[config.mk]
export PLATFORM = sky130hd
export DESIGN_NAME = software_timer_slot_table_top
export DESIGN_NICKNAME = d
export VERILOG_FILES = /design/src/rtl/swt_pkg.sv /design/src/rtl/swt_ram.sv /design/src/rtl/swt_ctrl.sv /design/src/rtl/swt_dp.sv /design/src/rtl/software_timer_slot_table_top.sv
export SDC_FILE = /design/constraint.sdc
export NUM_CORES = 1
export LEC_CHECK = 0
export BUFFER_PORTS_ARGS = -buffer_cell sky130_fd_sc_hd__buf_4
export CAP_MARGIN = 10
export CORE_UTILIZATION = 45
export CTS_BUF_LIST = sky130_fd_sc_hd__clkbuf_4 sky130_fd_sc_hd__clkbuf_8
export CTS_CLUSTER_SIZE = 28
export DETAILED_ROUTE_END_ITERATION = 10
export PLACE_DENSITY = 0.63
export SETUP_SLACK_MARGIN = 0.15
export SLEW_MARGIN = 10
export SYNTH_ARGS = -nofsm -noshare
export SYNTH_HDL_FRONTEND = slang
export SYNTH_HIERARCHICAL = 1
export SYNTH_SLANG_ARGS = --single-unit
export TNS_END_PERCENT = 30
[constraint.sdc]
create_clock -name clk_i -period 12.8 [get_ports clk_i]
set_input_delay 0.64 -clock clk_i [delete_from_list [all_inputs] [get_ports clk_i]]
set_output_delay 0.64 -clock clk_i [all_outputs]
set_load 0.02 [all_outputs]
[src/rtl/swt_pkg.sv]
`timescale 1ns / 1ps

package swt_pkg;

  localparam int unsigned TICK_W = 32;
  localparam int unsigned ID_W   = 7;

  typedef logic [TICK_W-1:0] tick_t;
  typedef logic [ID_W-1:0]   id_t;

  typedef enum logic [1:0] {
    KIND_TICK   = 2'd0,
    KIND_START  = 2'd1,
    KIND_CANCEL = 2'd2
  } kind_e;

  typedef enum logic {
    EV_START_REPLY = 1'b0,
    EV_EXPIRED     = 1'b1
  } event_e;

  typedef struct packed {
    kind_e kind;
    tick_t delay;
    id_t   handle;
  } in_req_t;

  typedef struct packed {
    event_e event_res;
    id_t    timer_id;
    logic   last;
  } out_res_t;

  // controller -> datapath
  typedef struct packed {
    logic tick_begin;   // bump tick count, rewind scan
    logic start_begin;  // latch delay, rewind scan
    logic cancel;       // free slot named by handle
    logic idx_inc;      // advance scan index
    logic ram_rd;       // read deadline of current slot
    logic claim;        // take current slot, send start reply
    logic full;         // send table-full reply
    logic cmp_step;     // evaluate expiry of current slot
    logic flush;        // send held report marked last
  } cmd_t;

  // datapath -> controller
  typedef struct packed {
    logic cur_active;
    logic idx_last;
    logic expired;
    logic pend_valid;
    logic out_free;
  } sts_t;

endpackage

[src/rtl/swt_ram.sv]
`timescale 1ns / 1ps

module swt_ram #(
  parameter int unsigned WIDTH = 32,
  parameter int unsigned DEPTH = 16
) (
  input  logic                                     clk_i,
  input  logic                                     we_i,
  input  logic                                     re_i,
  input  logic [((DEPTH > 1) ? $clog2(DEPTH) : 1)-1:0] addr_i,
  input  logic [WIDTH-1:0]                         wdata_i,
  output logic [WIDTH-1:0]                         rdata_o
);

  logic [WIDTH-1:0] mem_q [DEPTH];
  logic [WIDTH-1:0] rdata_q;

  always_ff @(posedge clk_i) begin
    if (we_i) begin
      mem_q[addr_i] <= wdata_i;
    end
    if (re_i) begin
      rdata_q <= mem_q[addr_i];
    end
  end

  assign rdata_o = rdata_q;

endmodule

[src/rtl/swt_ctrl.sv]
`timescale 1ns / 1ps

module swt_ctrl (
  input  logic                 clk_i,
  input  logic                 rst_ni,
  input  logic                 in_valid_i,
  input  swt_pkg::kind_e       kind_i,
  input  swt_pkg::sts_t        sts_i,
  output logic                 in_stall_o,
  output swt_pkg::cmd_t        cmd_o
);

  typedef enum logic [4:0] {
    ST_IDLE     = 5'b00001,
    ST_FIND     = 5'b00010,
    ST_TICK_RD  = 5'b00100,
    ST_TICK_CMP = 5'b01000,
    ST_FLUSH    = 5'b10000
  } state_e;

  state_e state_q, state_d;

  always_comb begin
    state_d = state_q;
    cmd_o   = '0;
    unique case (state_q)
      ST_IDLE: begin
        if (in_valid_i) begin
          unique case (kind_i)
            swt_pkg::KIND_TICK: begin
              cmd_o.tick_begin = 1'b1;
              state_d          = ST_TICK_RD;
            end
            swt_pkg::KIND_START: begin
              cmd_o.start_begin = 1'b1;
              state_d           = ST_FIND;
            end
            swt_pkg::KIND_CANCEL: begin
              cmd_o.cancel = 1'b1;
            end
            default: ;
          endcase
        end
      end
      ST_FIND: begin
        if (!sts_i.cur_active) begin
          if (sts_i.out_free) begin
            cmd_o.claim = 1'b1;
            state_d     = ST_IDLE;
          end
        end else if (sts_i.idx_last) begin
          if (sts_i.out_free) begin
            cmd_o.full = 1'b1;
            state_d    = ST_IDLE;
          end
        end else begin
          cmd_o.idx_inc = 1'b1;
        end
      end
      ST_TICK_RD: begin
        if (sts_i.cur_active) begin
          cmd_o.ram_rd = 1'b1;
          state_d      = ST_TICK_CMP;
        end else if (sts_i.idx_last) begin
          state_d = ST_FLUSH;
        end else begin
          cmd_o.idx_inc = 1'b1;
        end
      end
      ST_TICK_CMP: begin
        // a new expiry pushes out the held report, which needs the output free
        if (!(sts_i.expired && sts_i.pend_valid && !sts_i.out_free)) begin
          cmd_o.cmp_step = 1'b1;
          if (sts_i.idx_last) begin
            state_d = ST_FLUSH;
          end else begin
            cmd_o.idx_inc = 1'b1;
            state_d       = ST_TICK_RD;
          end
        end
      end
      ST_FLUSH: begin
        if (!sts_i.pend_valid) begin
          state_d = ST_IDLE;
        end else if (sts_i.out_free) begin
          cmd_o.flush = 1'b1;
          state_d     = ST_IDLE;
        end
      end
      default: begin
        state_d = ST_IDLE;
      end
    endcase
  end

  always_ff @(posedge clk_i or negedge rst_ni) begin
    if (!rst_ni) begin
      state_q <= ST_IDLE;
    end else begin
      state_q <= state_d;
    end
  end

  assign in_stall_o = (state_q != ST_IDLE);

endmodule

[src/rtl/swt_dp.sv]
`timescale 1ns / 1ps

module swt_dp #(
  parameter int unsigned TIMER_SLOTS = 16
) (
  input  logic              clk_i,
  input  logic              rst_ni,
  input  swt_pkg::in_req_t  in_req_i,
  input  swt_pkg::cmd_t     cmd_i,
  output swt_pkg::sts_t     sts_o,
  output logic              out_valid_o,
  input  logic              out_stall_i,
  output swt_pkg::out_res_t out_res_o
);

  localparam int unsigned IDX_W = (TIMER_SLOTS > 1) ? $clog2(TIMER_SLOTS) : 1;

  swt_pkg::tick_t          tick_q, tick_d;
  swt_pkg::tick_t          delay_q;
  logic [TIMER_SLOTS-1:0]  active_q, active_d;
  logic [IDX_W-1:0]        idx_q, idx_d;
  logic                    pend_valid_q, pend_valid_d;
  swt_pkg::id_t            pend_id_q, pend_id_d;
  logic                    out_valid_q, out_valid_d;
  swt_pkg::out_res_t       out_q, out_d;

  logic                    ram_we, ram_re;
  swt_pkg::tick_t          dl_rd;
  swt_pkg::tick_t          dl_wr;
  swt_pkg::tick_t          diff;
  logic                    expired;
  logic                    handle_ok;
  logic [IDX_W-1:0]        hidx;
  swt_pkg::id_t            cur_id;
  logic                    out_free;

  assign dl_wr     = tick_q + delay_q;
  // deadline minus count; expired when, as signed, it is at most zero
  assign diff      = dl_rd - tick_q;
  assign expired   = (diff == '0) || diff[swt_pkg::TICK_W-1];
  assign handle_ok = (in_req_i.handle != '0) &&
                     (in_req_i.handle <= swt_pkg::id_t'(TIMER_SLOTS));
  assign hidx      = IDX_W'(in_req_i.handle - swt_pkg::id_t'(1));
  assign cur_id    = swt_pkg::id_t'(idx_q) + swt_pkg::id_t'(1);
  assign out_free  = !out_valid_q || !out_stall_i;

  swt_ram #(
    .WIDTH (swt_pkg::TICK_W),
    .DEPTH (TIMER_SLOTS)
  ) u_deadline_ram (
    .clk_i   (clk_i),
    .we_i    (ram_we),
    .re_i    (ram_re),
    .addr_i  (idx_q),
    .wdata_i (dl_wr),
    .rdata_o (dl_rd)
  );

  always_comb begin
    tick_d       = tick_q;
    active_d     = active_q;
    idx_d        = idx_q;
    pend_valid_d = pend_valid_q;
    pend_id_d    = pend_id_q;
    out_valid_d  = out_valid_q && out_stall_i;
    out_d        = out_q;
    ram_we       = 1'b0;
    ram_re       = 1'b0;

    if (cmd_i.tick_begin) begin
      tick_d       = tick_q + swt_pkg::tick_t'(1);
      idx_d        = '0;
      pend_valid_d = 1'b0;
    end
    if (cmd_i.start_begin) begin
      idx_d = '0;
    end
    if (cmd_i.cancel && handle_ok) begin
      active_d[hidx] = 1'b0;
    end
    if (cmd_i.idx_inc) begin
      idx_d = idx_q + IDX_W'(1);
    end
    if (cmd_i.ram_rd) begin
      ram_re = 1'b1;
    end
    if (cmd_i.claim) begin
      active_d[idx_q] = 1'b1;
      ram_we          = 1'b1;
      out_valid_d     = 1'b1;
      out_d           = '{event_res: swt_pkg::EV_START_REPLY, timer_id: cur_id, last: 1'b1};
    end
    if (cmd_i.full) begin
      out_valid_d = 1'b1;
      out_d       = '{event_res: swt_pkg::EV_START_REPLY, timer_id: '0, last: 1'b1};
    end
    // expiry reports are held one behind so the final one can be marked last
    if (cmd_i.cmp_step && expired) begin
      active_d[idx_q] = 1'b0;
      pend_valid_d    = 1'b1;
      pend_id_d       = cur_id;
      if (pend_valid_q) begin
        out_valid_d = 1'b1;
        out_d       = '{event_res: swt_pkg::EV_EXPIRED, timer_id: pend_id_q, last: 1'b0};
      end
    end
    if (cmd_i.flush) begin
      pend_valid_d = 1'b0;
      out_valid_d  = 1'b1;
      out_d        = '{event_res: swt_pkg::EV_EXPIRED, timer_id: pend_id_q, last: 1'b1};
    end
  end

  always_ff @(posedge clk_i or negedge rst_ni) begin
    if (!rst_ni) begin
      tick_q       <= '0;
      active_q     <= '0;
      idx_q        <= '0;
      pend_valid_q <= 1'b0;
      out_valid_q  <= 1'b0;
    end else begin
      tick_q       <= tick_d;
      active_q     <= active_d;
      idx_q        <= idx_d;
      pend_valid_q <= pend_valid_d;
      out_valid_q  <= out_valid_d;
    end
  end

  always_ff @(posedge clk_i) begin
    if (cmd_i.start_begin) begin
      delay_q <= in_req_i.delay;
    end
    pend_id_q <= pend_id_d;
    out_q     <= out_d;
  end

  always_comb begin
    sts_o            = '0;
    sts_o.cur_active = active_q[idx_q];
    sts_o.idx_last   = (idx_q == IDX_W'(TIMER_SLOTS - 1));
    sts_o.expired    = expired;
    sts_o.pend_valid = pend_valid_q;
    sts_o.out_free   = out_free;
  end

  assign out_valid_o = out_valid_q;
  assign out_res_o   = out_q;

endmodule

[src/rtl/software_timer_slot_table_top.sv]
`timescale 1ns / 1ps

// Channel   Direction  Handshake                 Payload
// --------  ---------  ------------------------  ----------------------------
// request   in         in_valid_i / in_stall_o   in_req_i   (kind, delay, handle)
// result    out        out_valid_o / out_stall_i out_res_o  (event_res, timer_id, last)
//
// One request at a time. Cancel is done in the idle state; start scans from
// slot 0 to the first free slot or the last slot; tick visits every slot and
// reads each active slot's deadline (single-port RAM, registered read) to compare it.
// Reset clears the tick count and all active bits; the deadline RAM is not
// cleared. A stalled result holds in the output register; the scan waits only
// when a new result finds it still occupied.

module software_timer_slot_table_top #(
  parameter int unsigned TIMER_SLOTS = 16
) (
  input  logic              clk_i,
  input  logic              rst_ni,
  input  logic              in_valid_i,
  output logic              in_stall_o,
  input  swt_pkg::in_req_t  in_req_i,
  output logic              out_valid_o,
  input  logic              out_stall_i,
  output swt_pkg::out_res_t out_res_o
);

  swt_pkg::cmd_t cmd;
  swt_pkg::sts_t sts;

  swt_ctrl u_ctrl (
    .clk_i      (clk_i),
    .rst_ni     (rst_ni),
    .in_valid_i (in_valid_i),
    .kind_i     (in_req_i.kind),
    .sts_i      (sts),
    .in_stall_o (in_stall_o),
    .cmd_o      (cmd)
  );

  swt_dp #(
    .TIMER_SLOTS (TIMER_SLOTS)
  ) u_dp (
    .clk_i       (clk_i),
    .rst_ni      (rst_ni),
    .in_req_i    (in_req_i),
    .cmd_i       (cmd),
    .sts_o       (sts),
    .out_valid_o (out_valid_o),
    .out_stall_i (out_stall_i),
    .out_res_o   (out_res_o)
  );

endmodule

# Yosys cells after proc, flatten, opt, wreduce, memory -nomap -nowiden

Memories as Yosys holds them, arrays and structs flattened. A register that Yosys moved wholly into a read port is not among the register bits.
Cells that the tools add are included.

Flip-flop bits (word level): 107
Memory bits (writable): 512
Output and inout port bits: 11
Memories: 1

Add/sub/neg operators: 6
$lt $le $gt $ge: 5
Equality and inequality tests: 14
Multiplexer cells: 61
Bitwise operators: 5
Reduce and logical (&&, ||, !) cells: 19

Memories:

| memory                    | words | width | rd ports | clocked after Yosys merged registers in | write ports | line          | RTL |
|---|---|---|---|---|---|---|---|
| u_dp.u_deadline_ram.mem_q | 16    | 32    | 1        | 1                                       | 1           | swt_ram.sv:15 | `logic [WIDTH-1:0] mem_q [DEPTH];` |

Operators by type and width:

| kind                                                               | count |
|---|---|
| two-way mux 16 bit                                                 | 3 |
| two-way mux 5 bit                                                  | 9 |
| two-way mux 9 bit                                                  | 4 |
| adder 32 x 1 -> 32 bit (second input constant)                     | 1 |
| adder 32 bit                                                       | 1 |
| bitwise AND 16 bit                                                 | 2 |
| logical NOT 32 bit                                                 | 1 |
| two-way mux 1 bit                                                  | 32 |
| inverter 16 bit                                                    | 2 |
| subtractor 32 bit                                                  | 1 |
| case mux 5 bit (5 select lines)                                    | 1 |
| bitwise OR 16 bit                                                  | 1 |
| two-way mux 4 bit                                                  | 3 |
| < comparator 4 x 5 -> 1 bit (second input constant)                | 2 |
| case mux 5 bit (2 select lines)                                    | 1 |
| demux 1 bit (select 4 bit)                                         | 2 |
| greater-or-equal comparator 4 x 1 -> 1 bit (second input constant) | 2 |
| logical AND 1 bit                                                  | 8 |
| two-way mux 8 bit                                                  | 1 |
| <= comparator 7 x 5 -> 1 bit (second input constant)               | 1 |
| nonzero test 7 bit                                                 | 1 |
| two-way mux 3 bit                                                  | 2 |
| != test 3 bit (second input constant)                              | 2 |
| nonzero test 3 bit                                                 | 2 |
| other kinds (21)                                                   | 25 |

# Depth between registers and ports, before layout

Gate-level depths: netlist of run 1.

Depth after elaboration: 12
Mapped depth: 22
Gate-level depth less buffers: 20

# By module

Netlist of run 1, hierarchy kept.

By module, submodules not included:

| module   | times used | cells an instance | area each (µm²) | sequential area each (µm²) |
|---|---|---|---|---|
| swt_ram  | 1          | 840               | 20,183.1        | 16,335.7 |
| swt_dp   | 1          | 853               | 7,807.5         | 2,642.5 |
| swt_ctrl | 1          | 59                | 499.2           | 126.4 |

# Worst setup path after synthesis of run 1

OpenSTA, ideal clock, no wires.

Path kind: reg-to-reg
Start point: reg u_dp.idx_q[0]
End point: mem u_dp.u_deadline_ram.mem_q[0][0] (enable)
Arrival time: 4.754 ns
Required time: 12.339 ns
Path slack: 7.585 ns
Cell stages (with the launch flop): 8
Path buffers: 1
Period minus slack after synthesis: 5.215 ns
Cell sequence: dfrtp_1 > clkbuf_1 > mux4_2 > mux4_2 > inv_1 > and3_1 > or3b_2 > nor3_1

RTL lines:

| element                | line          | RTL |
|---|---|---|
| start, declared        | swt_dp.sv:21  | `logic [IDX_W-1:0] idx_q, idx_d;` |
| start signal, assigned | swt_dp.sv:124 | `idx_q <= idx_d;` |
| end, declared          | swt_ram.sv:15 |  |

==> impl_metrics.tcl, run 1 <==
set metrics [dict create \
    reg2reg_setup_slack_ns 7.44 \
    vias 16300 \
    synth_compound_area_frac 0.0788 \
    grt_antenna_before_repair 5 \
    overflow 0 \
    setup_slack_ns 7.44 \
    startpoint "u_dp/tick_q[0]$_DFFE_PN0P_" \
    worst_pin_slew_ns 1.26 \
    cts_num_sinks 649 \
    synthAdderAreaFrac 0.0308 \
    die_h_um 254 \
    drtIter0Drc 1321 \
    viasPerCell 5.80 \
    final_nets 1994 \
    ys_seq_elements 649 \
    detail_route.first_pass.iterations 5 \
    fill_cells 5050 \
    synth_xor_area_frac 0.0224 \
    setup_violations 0 \
    core_mm2 0.0622 \
    cp-start-kind "register" \
    ctsHoldBuffers 1 \
    path_clk_slew_ns 0.07 \
    routed_wl_mm 66.4 \
    cts_root_buf "clkbuf_8" \
    crit_type "register to register" \
    drcViolationCount 0 \
    worstPathRequired_ns 13.36 \
    grt_max_degree 104 \
    post_cts_buffers 0 \
    tns_ns 0 \
    crit_end "u_dp/out_valid_o$_DFF_PN0_" \
    synth_top_area_share 0.612 \
    yosys_warnings 6 \
    synth_top_family_by_area "multiplexers" \
    start_util 0.458 \
    syn_area_per_cell_um2 16.3 \
    synth_common_cells "edfxtp_1, mux4_2, nand2_1" \
    cts_tree "built" \
    post-synth-top-area-cell "edfxtp_1" \
    synth-edff-count 581 \
    p_leak_uw 0.0109 \
    clk_latency_ns 0.71 \
    clock_path_buffers 3 \
    h-tree-depth 3 \
    r2r_cells 19 \
    grt_first_pass_wirelength_mm 99.8 \
    finish.instance_area_mm2 0.0322 \
    hold_violations 0 \
    synthCells 1752 \
    async_flop_share 0.0909 \
    synth-seq-area-share 0.671 \
    slew_viol_final 0 \
    routabilityCongestion 0.835 \
    fin_skew_ns 0.0318 \
    timing.final.crit_share 0.419 \
    rows 91 \
    r2r_start "u_dp/tick_q[0]$_DFFE_PN0P_" \
    post-place-ws_ns 7.48 \
    detail_route.wl_per_cell_um 23.7 \
    max-slew-margin-rel 0.162 \
    dieArea_mm2 0.0643 \
    peakVddDrop_mv 0.0890 \
    cap_violations 0 \
    synthTopCellsByArea "edfxtp_1, mux4_2, dfrtp_1, ha_1, xnor2_1" \
    fin_crit_ns 5.36 \
    ys.flop_type "edfxtp_1" \
    synth.area.mux_share 0.109 \
    ys_types 102 \
    postPlaceCellArea_mm2 0.0300 \
    grt_pass1_vias 16500 \
    synth-simple-area-share 0.0648 \
    crit_fanout 20 \
    power.density_mw_per_mm2 170 \
    reg2reg_to "u_dp/out_valid_o$_DFF_PN0_" \
    synthToLayoutAreaGrowth_pct 12.9 \
    ctsResizeCount 0 \
    outcome "completed" \
    cts_buffers 104 \
    die_w_um 254 \
    dp_hpwl_mm 39.8 \
    pin_count 56 \
    synth.most_common_cell "edfxtp_1" \
    fmax_ghz 0.186 \
    syn_area_mm2 0.0285 \
    cp-end-kind "register" \
    arrival_ns 5.92 \
    portBuffers 55 \
    syn_nets 1866 \
    rsz0062_at_grt "no" \
    antenna_left 0 \
    grt_usage 0.210 \
    drive_gt1_frac 0.238 \
    min_path_type "primary input to register" \
]
per-stage QoR:
step	total power, µW	cells	hold slack, ns	util
2_1_floorplan	3410	1752	0.344	-
3_3_place_gp	3740	2610	0.420	0.482
3_5_place_dp	3760	2610	0.421	0.482
4_1_cts	5540	2804	0.0512	0.516
5_1_grt	5720	2805	0.0879	0.517
6_report	5480	2805	0.113	0.517
worst max-delay path, stage by stage (launching register included):
cell       delay (ns)
dfrtp_1          0.46
ha_1             0.25
fa_1             0.40
nand2b_1         0.23
a211oi_4         0.38
nor4_2           0.08
a2111oi_2        0.34
nand4_1          0.14
or4_1            0.52
or4_4            0.55
nor4_4           0.37
o2111ai_4        0.23
nand2_4          0.28
nand2_1          0.08
nand2_1          0.09
inv_1            0.13
nand2_1          0.19
o21ai_0          0.10
o21bai_4         0.24
nand3b_1         0.18
final cells by class:
cell class,instances,area [µm²],area share
clock inverter,52,365,0.0114
sequential,649,19100,0.594
tap,837,1050,0.0326
antenna,1,2.50,0.0000778
inverter,69,259,0.00805
timing repair buffer,95,728,0.0226
multi-input combinational,961,8930,0.278
clock buffer,141,1730,0.0537
flip-flops by register name (all words and copies together) (netlist names):
register / flops
u_dp/active_q: 16
u_dp/out_res_o: 9
u_dp/pend_valid_q: 1
u_dp/u_deadline_ram/rdata_o: 32
u_ctrl/state_q: 5
u_dp/tick_q: 32
u_dp/u_deadline_ram/mem_q: 512
u_dp/pend_id_q: 5
u_dp/idx_q: 4
u_dp/delay_q: 32
u_dp/out_valid_o: 1
worst min-delay path by stage:
stage | start | to | cells after the start
final | in_req_i[37] | u_dp/delay_q[30]$_DFFE_PP_ | 1
after global routing | in_req_i[30] | u_dp/delay_q[23]$_DFFE_PP_ | 1
after CTS | in_req_i[30] | u_dp/delay_q[23]$_DFFE_PP_ | 1
after detailed placement | u_dp/out_res_o[7]$_SDFF_PP0_ | u_dp/out_res_o[7]$_SDFF_PP0_ | 2
after global placement | u_dp/out_res_o[6]$_SDFF_PP0_ | u_dp/out_res_o[6]$_SDFF_PP0_ | 2
after floorplan | rst_ni | u_ctrl/state_q[1]$_DFFE_PN0P_ | 0
power by group:
group / switching, µW / internal [µW]
clock: 810 / 962
combinational: 680 / 515
sequential: 52.0 / 2470
routing by layer:
metal  wire length [µm]  vias to the layer above  global-route usage  part of all wire
met5                  0                        -                   0                 0
met4               1540                        0              0.0697             0.023
li1                   -                     7259                   -                 -
met1              28000                     8395               0.279              0.42
met3               3940                      104              0.0370             0.059
met2              32900                      512               0.350              0.50
cell usage in the layout (no fill, tap or decap), drive strengths merged, types with 7 or more instances in the layout:
cell,count
o21a,8
a31oi,8
clkinv,42
a21o,28
nor2b,13
o211ai,7
o21ai,57
and3,13
or3,9
nand3,42
and2,10
nand4,17
xnor2,60
clkbuf,141
xor2,13
a32oi,17
nor2,73
dfrtp,58
mux4,133
inv,72
or4,7
nand2b,12
a22oi,66
a21oi,57
dfxtp,9
nor3,22
edfxtp,581
mux2i,9
nand2,108
buf,94
nor4,7
ha,67
nor3b,7
nand3b,9
cells by family (layout without fill, tap and decap cells):
kind of cell	after synthesis	after routing
AOI/OAI and AO/OA	314	314
buffers and inverters	142	357
muxes	144	144
xor gates and xnor gates	73	73
other	0	1
DFF	649	649
adders and majority gates	69	69
and+or+nand+nor	361	361
Note: power is estimated with default switching activity, not from simulation.
==> inputs of run 2 (changes only) <==
--- a/config.mk
+++ b/config.mk
@@ -11,7 +11,7 @@
 export CTS_BUF_LIST = sky130_fd_sc_hd__clkbuf_4 sky130_fd_sc_hd__clkbuf_8
 export CTS_CLUSTER_SIZE = 28
 export DETAILED_ROUTE_END_ITERATION = 10
-export PLACE_DENSITY = 0.63
+export PLACE_DENSITY = 0.66
 export SETUP_SLACK_MARGIN = 0.15
 export SLEW_MARGIN = 10
 export SYNTH_ARGS = -nofsm -noshare
==> constraint.sdc (replaced) <==
create_clock -name clk_i -period 4.35 [get_ports clk_i]
set_input_delay 0.2175 -clock clk_i [delete_from_list [all_inputs] [get_ports clk_i]]
set_output_delay 0.2175 -clock clk_i [all_outputs]
set_load 0.02 [all_outputs]
==> run 2 against run 1 <==
Against the previous run:
- the run now ends with negative setup slack left
- final cell count rose by 6.0%
- sequential cell count did not move
- register-to-register slack got worse by 7.5 ns
- global-route usage rose by 0.58 points
- clock power rose to 3.0 times the previous value
- first-iteration DRC count rose by 11%
- critical path depth did not move
- combinational power rose to 3.2 times the previous value
- worst hold slack got worse by 0.046 ns
- non-clock buffer count rose by 167
- wire length rose by 2.9%
- highest routed layer is now met5
==> impl_metrics.tcl, run 2 (same netlist as run 1, synthesis figures left out) <==
set metrics [dict create \
    worstPathRequired_ns 4.92 \
    crit_family "simple AND/OR/NAND/NOR gates" \
    cp-end-kind "register" \
    antenna_left 0 \
    start_util 0.458 \
    synthToLayoutAreaGrowth_pct 19.2 \
    crit_fanout 5 \
    vias 17100 \
    portBuffers 55 \
    viasPerCell 5.73 \
    cp-start-kind "register" \
    rows 91 \
    path_clk_slew_ns 0.06 \
    slew_viol_final 0 \
    cap_violations 0 \
    clock_path_buffers 3 \
    drcViolationCount 0 \
    overflow 0 \
    h-tree-depth 3 \
    fin_crit_ns 4.39 \
    final_nets 2163 \
    largest_reg_flops 512 \
    power.density_mw_per_mm2 488 \
    r2r_cells 19 \
    setup_violations 2 \
    die_h_um 254 \
    die_w_um 254 \
    p_leak_uw 0.0118 \
    critPathMaxStageDelay_ns 0.58 \
    dieArea_mm2 0.0643 \
    timing.final.crit_share 1.01 \
    outcome "finished, violations left" \
    max-slew-margin-rel 0.281 \
    crit_type "register to register" \
    reg2reg_to "u_dp/out_valid_o$_DFF_PN0_" \
    drive_gt1_frac 0.297 \
    final_cell_mix "edfxtp_1, buf_4, mux4_2, clkbuf_8, nand2_1" \
    min_path_type "primary input to register" \
    reg2reg_setup_slack_ns -0.04 \
    core_mm2 0.0622 \
    routed_wl_mm 68.3 \
    grt_usage 0.216 \
    final_common_cell "edfxtp_1" \
    drtIter0Drc 1469 \
    routabilityCongestion 0.895 \
    path_cells "ha_2, fa_2, nand2b_4, a211oi_4, nand2_1, a221oi_2, nand4_1, or4_4, or4_4, nor4_4, o2111ai_4, nand2_4, nand2_2, nand2_2, inv_2, nand2_2, o21ai_2, o21bai_4, nand3b_1" \
    fmax_ghz 0.228 \
    grt_pass1_vias 17500 \
    fin_skew_ns 0.0378 \
    arrival_ns 4.96 \
    violations "negative setup slack" \
    dp_hpwl_mm 43.3 \
    grt_antenna_before_repair 3 \
    peakVddDrop_mv 0.433 \
    largest-register "u_dp/u_deadline_ram/mem_q" \
    post-place-ws_ns -0.352 \
    hold_violations 0 \
    cts_tree "built" \
    cts_num_sinks 649 \
    path_depth 19 \
    clk_latency_ns 0.71 \
    cts_buffers 105 \
    min-delay-start "in_req_i[6]" \
    rsz0062_at_grt "yes" \
    startpoint "u_dp/tick_q[0]$_DFFE_PN0P_" \
    crit_top_cell "nand2_2" \
    detail_route.first_pass.iterations 6 \
    detail_route.wl_per_cell_um 23.0 \
    grt_first_pass_wirelength_mm 103 \
    r2r_start "u_dp/tick_q[0]$_DFFE_PN0P_" \
    cp_num_buf_inv 1 \
    setup_slack_ns -0.0365 \
    worst_pin_slew_ns 1.08 \
    crit_end "u_dp/out_valid_o$_DFF_PN0_" \
    tns_ns -0.0584 \
    grt_max_degree 141 \
    cts_root_buf "clkbuf_8" \
    cp_slowest_cell "or4_4" \
    pin_count 56 \
]
[run 2: cell count changes in the layout (fill, tap and decap cells not counted), sizes merged, moves of 2 or more]
cell | before | now
dlygate4sd3 | 1 | 40
buf | 94 | 222
bufinv | 4 | 7
clkbuf | 141 | 139
[run 2: worst min path at each step]
stage,endpoint,slack [ns],cells after the start
finish,u_dp/active_q[15]$_DFF_PN0_,0.07,5
CTS,u_dp/active_q[15]$_DFF_PN0_,0.009,5
detailed placement,u_dp/tick_q[4]$_DFFE_PN0P_,0.37,1
floorplan,u_ctrl/state_q[1]$_DFFE_PN0P_,-0.08,0
global route,u_dp/active_q[15]$_DFF_PN0_,0.08,5
global placement,u_dp/tick_q[4]$_DFFE_PN0P_,0.36,1
[run 2: tightest hold or removal path, delay by kind of cell]
| family | cells | cell delay [ns] |
|---|---|---|
| buffers and inverters | 1 | 0.08 |
| AOI/OAI and AO/OA | 2 | 0.23 |
| and+or+nand+nor | 2 | 0.20 |
[run 2: metal layers]
| metal | part of all wire | track usage | vias up |
|---|---|---|---|
| met3 | 0.073 | 0.0437 | 140 |
| met2 | 0.50 | 0.361 | 634 |
| li1 | - | - | 7615 |
| met4 | 0.033 | 0.0904 | 4 |
| met5 | 0.00048 | 0 | - |
| met1 | 0.40 | 0.274 | 8661 |
[run 2: what timing repair did]
item / in CTS / in global routing
hold buffers: 40 / 0
pin swaps: 34 / 6
setup endpoints to repair: 89 / 137
setup buffers: 5 / 3
resized for setup: 38 / 22
cloned: 1 / 0
endpoints found under the hold margin: 100 / 0
[run 2: layout make-up]
cell class	count	area [µm²]
fillers	4895	28200
flip-flops and latches	649	19100
multi-input cells	962	9160
repair buffers	262	2210
clock buffers	139	1710
well taps	837	1050
clock inverters	54	452
inverters	69	259
diodes	2	5.00
[run 2: metrics by stage]
stage	hold slack, ns	area [µm²]	utilization	std cells	power, µW
finish	0.0672	34000	0.546	2974	16600
global route	0.0803	34000	0.546	2973	17300
CTS	0.00859	33800	0.543	2969	16700
detailed placement	0.365	31000	0.499	2730	11200
global placement	0.356	31000	0.499	2730	11100
floorplan	-0.0781	28500	-	1752	10000
[run 2: where the power goes]
part	internal [µW]	switching, µW
clock network	2990	2400
logic	1720	2110
registers	7250	108
==> inputs of run 3 (changes only) <==
--- a/config.mk
+++ b/config.mk
@@ -16,6 +16,5 @@
 export SLEW_MARGIN = 10
 export SYNTH_ARGS = -nofsm -noshare
 export SYNTH_HDL_FRONTEND = slang
-export SYNTH_HIERARCHICAL = 1
 export SYNTH_SLANG_ARGS = --single-unit
 export TNS_END_PERCENT = 30
==> run 3 against run 2 <==
Against the previous run:
- the run now ends clean
- die area increased by 0.21%
- via count shrank 3.0%
- clock-buffer cell count shrank 10
- clock power decreased by 5.0%
- worst setup slack gained 0.32 ns
- worst hold slack better by 0.041 ns
- sequential share of layout area is 1.7 points higher
- largest cell class unchanged
==> impl_metrics.tcl, run 3 <==
set metrics [dict create \
    path_cells "inv_1, ha_1, a21o_1, a21o_1, a221oi_2, nand2_1, mux2i_1, or4_1, and4bb_1, nand4_1, o21ai_2, and2b_2, buf_4, a32oi_1" \
    rows 91 \
    portBuffers 55 \
    slew_viol_final 0 \
    final_cell_mix "edfxtp_1, mux4_2, buf_4, clkbuf_8, nand2_1" \
    p_leak_uw 0.0112 \
    grt_usage 0.223 \
    reg2reg_to "u_dp.active_q[14]$_DFF_PN0_" \
    hold_violations 0 \
    overflow 0 \
    grtUsageMet2 0.358 \
    power.density_mw_per_mm2 500 \
    cts_tree "built" \
    dp_hpwl_mm 43.0 \
    r2r_start "u_dp.tick_q[10]$_DFFE_PN0P_" \
    reg2reg_setup_slack_ns 0.28 \
    stdcell_count 2822 \
    fmax_ghz 0.246 \
    fin_hold_ws_ns 0.109 \
    drive_gt1_frac 0.253 \
    drcViolationCount 0 \
    yosys_warnings 0 \
    ys_types 86 \
    cp_slowest_cell "or4_1" \
    post-synth-top-area-cell "edfxtp_1" \
    core_mm2 0.0622 \
    cts_root_buf "clkbuf_8" \
    grt_use_met3 0.0295 \
    finalPower_uw 16500 \
    path_clk_slew_ns 0.06 \
    grt_pass1_vias 16600 \
    r2r_cells 14 \
    ys_seq_elements 649 \
    drtIter0Drc 1554 \
    clk_latency_ns 0.70 \
    post_cts_buffers 0 \
    syn_nets 1822 \
    worst_pin_slew_ns 1.16 \
    seq_area_mm2 0.0191 \
    rsz0062_at_grt "no" \
    synthCells 1708 \
    grt_max_degree 117 \
    async_flop_share 0.0909 \
    crit_top_cell "a21o_1" \
    cp-start-kind "register" \
    worstPathRequired_ns 4.91 \
    ys.flop_type "edfxtp_1" \
    vias 16500 \
    h-tree-depth 3 \
    syn_area_mm2 0.0286 \
    synth_top_area_share 0.611 \
    peakVddDrop_mv 0.381 \
    arrival_ns 4.62 \
    syn_area_per_cell_um2 16.7 \
    dieArea_mm2 0.0645 \
    min_path_type "primary input to register" \
    detail_route.wl_per_cell_um 24.9 \
    start_util 0.459 \
    routed_wl_mm 70.3 \
    final_common_cell "edfxtp_1" \
    largest_reg_flops 512 \
    tns_ns 0 \
    cap_violations 0 \
    grt_antenna_before_repair 1 \
    setup_violations 0 \
    min-delay-start "in_valid_i" \
    detail_route.first_pass.iterations 5 \
    fin_skew_ns 0.0297 \
    fill_cells 4996 \
    pin_count 56 \
    fin_crit_ns 4.07 \
    synth.most_common_cell "edfxtp_1" \
    dpl.cell_count 2594 \
    clock_path_buffers 3 \
    synthTopCellsByArea "edfxtp_1, mux4_2, dfrtp_1, ha_1, xnor2_1" \
    synthToLayoutAreaGrowth_pct 15.4 \
    cp-end-kind "register" \
    use_met1 0.316 \
    die_h_um 254 \
    grt-busiest-layer "met2" \
    outcome "completed" \
    final_nets 2016 \
    crit_fanout 12 \
    min_to "u_ctrl.state_q[1]$_DFFE_PN0P_" \
    viasPerCell 5.86 \
    grt_first_pass_wirelength_mm 105 \
    cts_buffers 102 \
    crit_type "register to register" \
    routabilityCongestion 0.962 \
    timing.final.crit_share 0.935 \
    critPathMaxStageDelay_ns 0.54 \
    synth_common_cells "edfxtp_1, mux4_2, nand2_1" \
    max-slew-margin-rel 0.228 \
    die_w_um 254 \
    largest-register "u_dp.u_deadline_ram.mem_q" \
    synth-edff-count 581 \
    hold_path_depth 4 \
    antenna_left 0 \
    cts_num_sinks 649 \
    synth-seq-area-share 0.669 \
    multi_input_area_mm2 0.00910 \
]
-- run 3: changes by cell type after synthesis, moves of 8 or more --
cell | previous run | this run
buf_1 | 3 | 19
or3_1 | 4 | 12
o21ai_0 | 53 | 34
a21oi_1 | 56 | 66
a31oi_1 | 8 | 19
a22oi_1 | 66 | 2
nand2_1 | 107 | 79
buf_6 | 10 | 1
mux4_2 | 133 | 165
a32oi_1 | 17 | 8
nor4_1 | 4 | 15
-- run 3: layer usage --
layer  vias up  part of all wire
met1      8586              0.43
met3       119             0.058
li1       7247                 -
met4         0             0.026
met2       589              0.48
met5         -                 0
-- run 3: timing repair --
action / CTS / global route
gates resized for setup: 1 / 15
pin swaps: 0 / 0
endpoints found under the setup margin: 32 / 98
cloned: 0 / 0
endpoints found under the hold margin: 110 / 0
hold buffers: 41 / 0
-- run 3: logic make-up (layout without fill, tap and decap cells) --
| kind of cell | after synthesis | after routing | synth area share |
|---|---|---|---|
| mux | 180 | 180 | 0.136 |
| flops | 649 | 649 | 0.669 |
| buf+inv | 132 | 407 | 0.0182 |
| fa+ha+maj | 69 | 69 | 0.0308 |
| other cells | 0 | 2 | 0 |
| compound gates | 256 | 256 | 0.0609 |
| xor+xnor | 76 | 76 | 0.0233 |
| simple gates | 346 | 346 | 0.0621 |
-- run 3: cell type report --
class                      count  share of cell area
multi-input combinational    927               0.276
clock inverter                56              0.0118
timing repair buffer         158              0.0433
antenna                        2            0.000152
tap                          837              0.0318
sequential                   649               0.580
clock buffer                 129              0.0491
inverter                      64             0.00729
-- run 3: worst max-delay path: cells and delay by family (launching register included) --
family | cells | cell delay, ns
AO/OA/AOI/OAI | 5 | 1.23
buffers and inverters | 2 | 0.26
multiplexers | 1 | 0.17
adder cells (fa/ha/maj) | 1 | 0.42
flip-flops | 1 | 0.44
AND/OR/NAND/NOR | 5 | 1.42
-- run 3: worst max path at each step --
stage	start	to
after global routing	u_dp.tick_q[8]$_DFFE_PN0P_	u_dp.active_q[14]$_DFF_PN0_
after global placement	u_dp.tick_q[1]$_DFFE_PN0P_	u_dp.u_deadline_ram.mem_q[4][25]$_DFFE_PP_
after detailed placement	u_dp.tick_q[1]$_DFFE_PN0P_	u_dp.u_deadline_ram.mem_q[6][25]$_DFFE_PP_
final	u_dp.tick_q[10]$_DFFE_PN0P_	u_dp.active_q[14]$_DFF_PN0_
after CTS	u_dp.tick_q[1]$_DFFE_PN0P_	u_dp.u_deadline_ram.mem_q[11][31]$_DFFE_PP_
after floorplan	u_dp.idx_q[0]$_DFFE_PN0P_	u_dp.u_deadline_ram.mem_q[3][0]$_DFFE_PP_
-- run 3: where the power goes --
part | leakage (µW) | switching [µW] | internal (µW)
Sequential | 0.00603 | 233 | 7390
Clock | 0.00106 | 2380 | 2740
Combinational | 0.00410 | 1940 | 1780
Total | 0.0112 | 4550 | 11900
-- run 3: per-stage QoR --
step                cell area [µm²]  utilization  setup WS [ns]
detailed placement            30400        0.489         0.0843
floorplan                     28600            -         -0.672
CTS                           32900        0.529         0.0988
finish                        33000        0.530          0.282
global placement              30400        0.489          0.147
global route                  32900        0.530          0.155
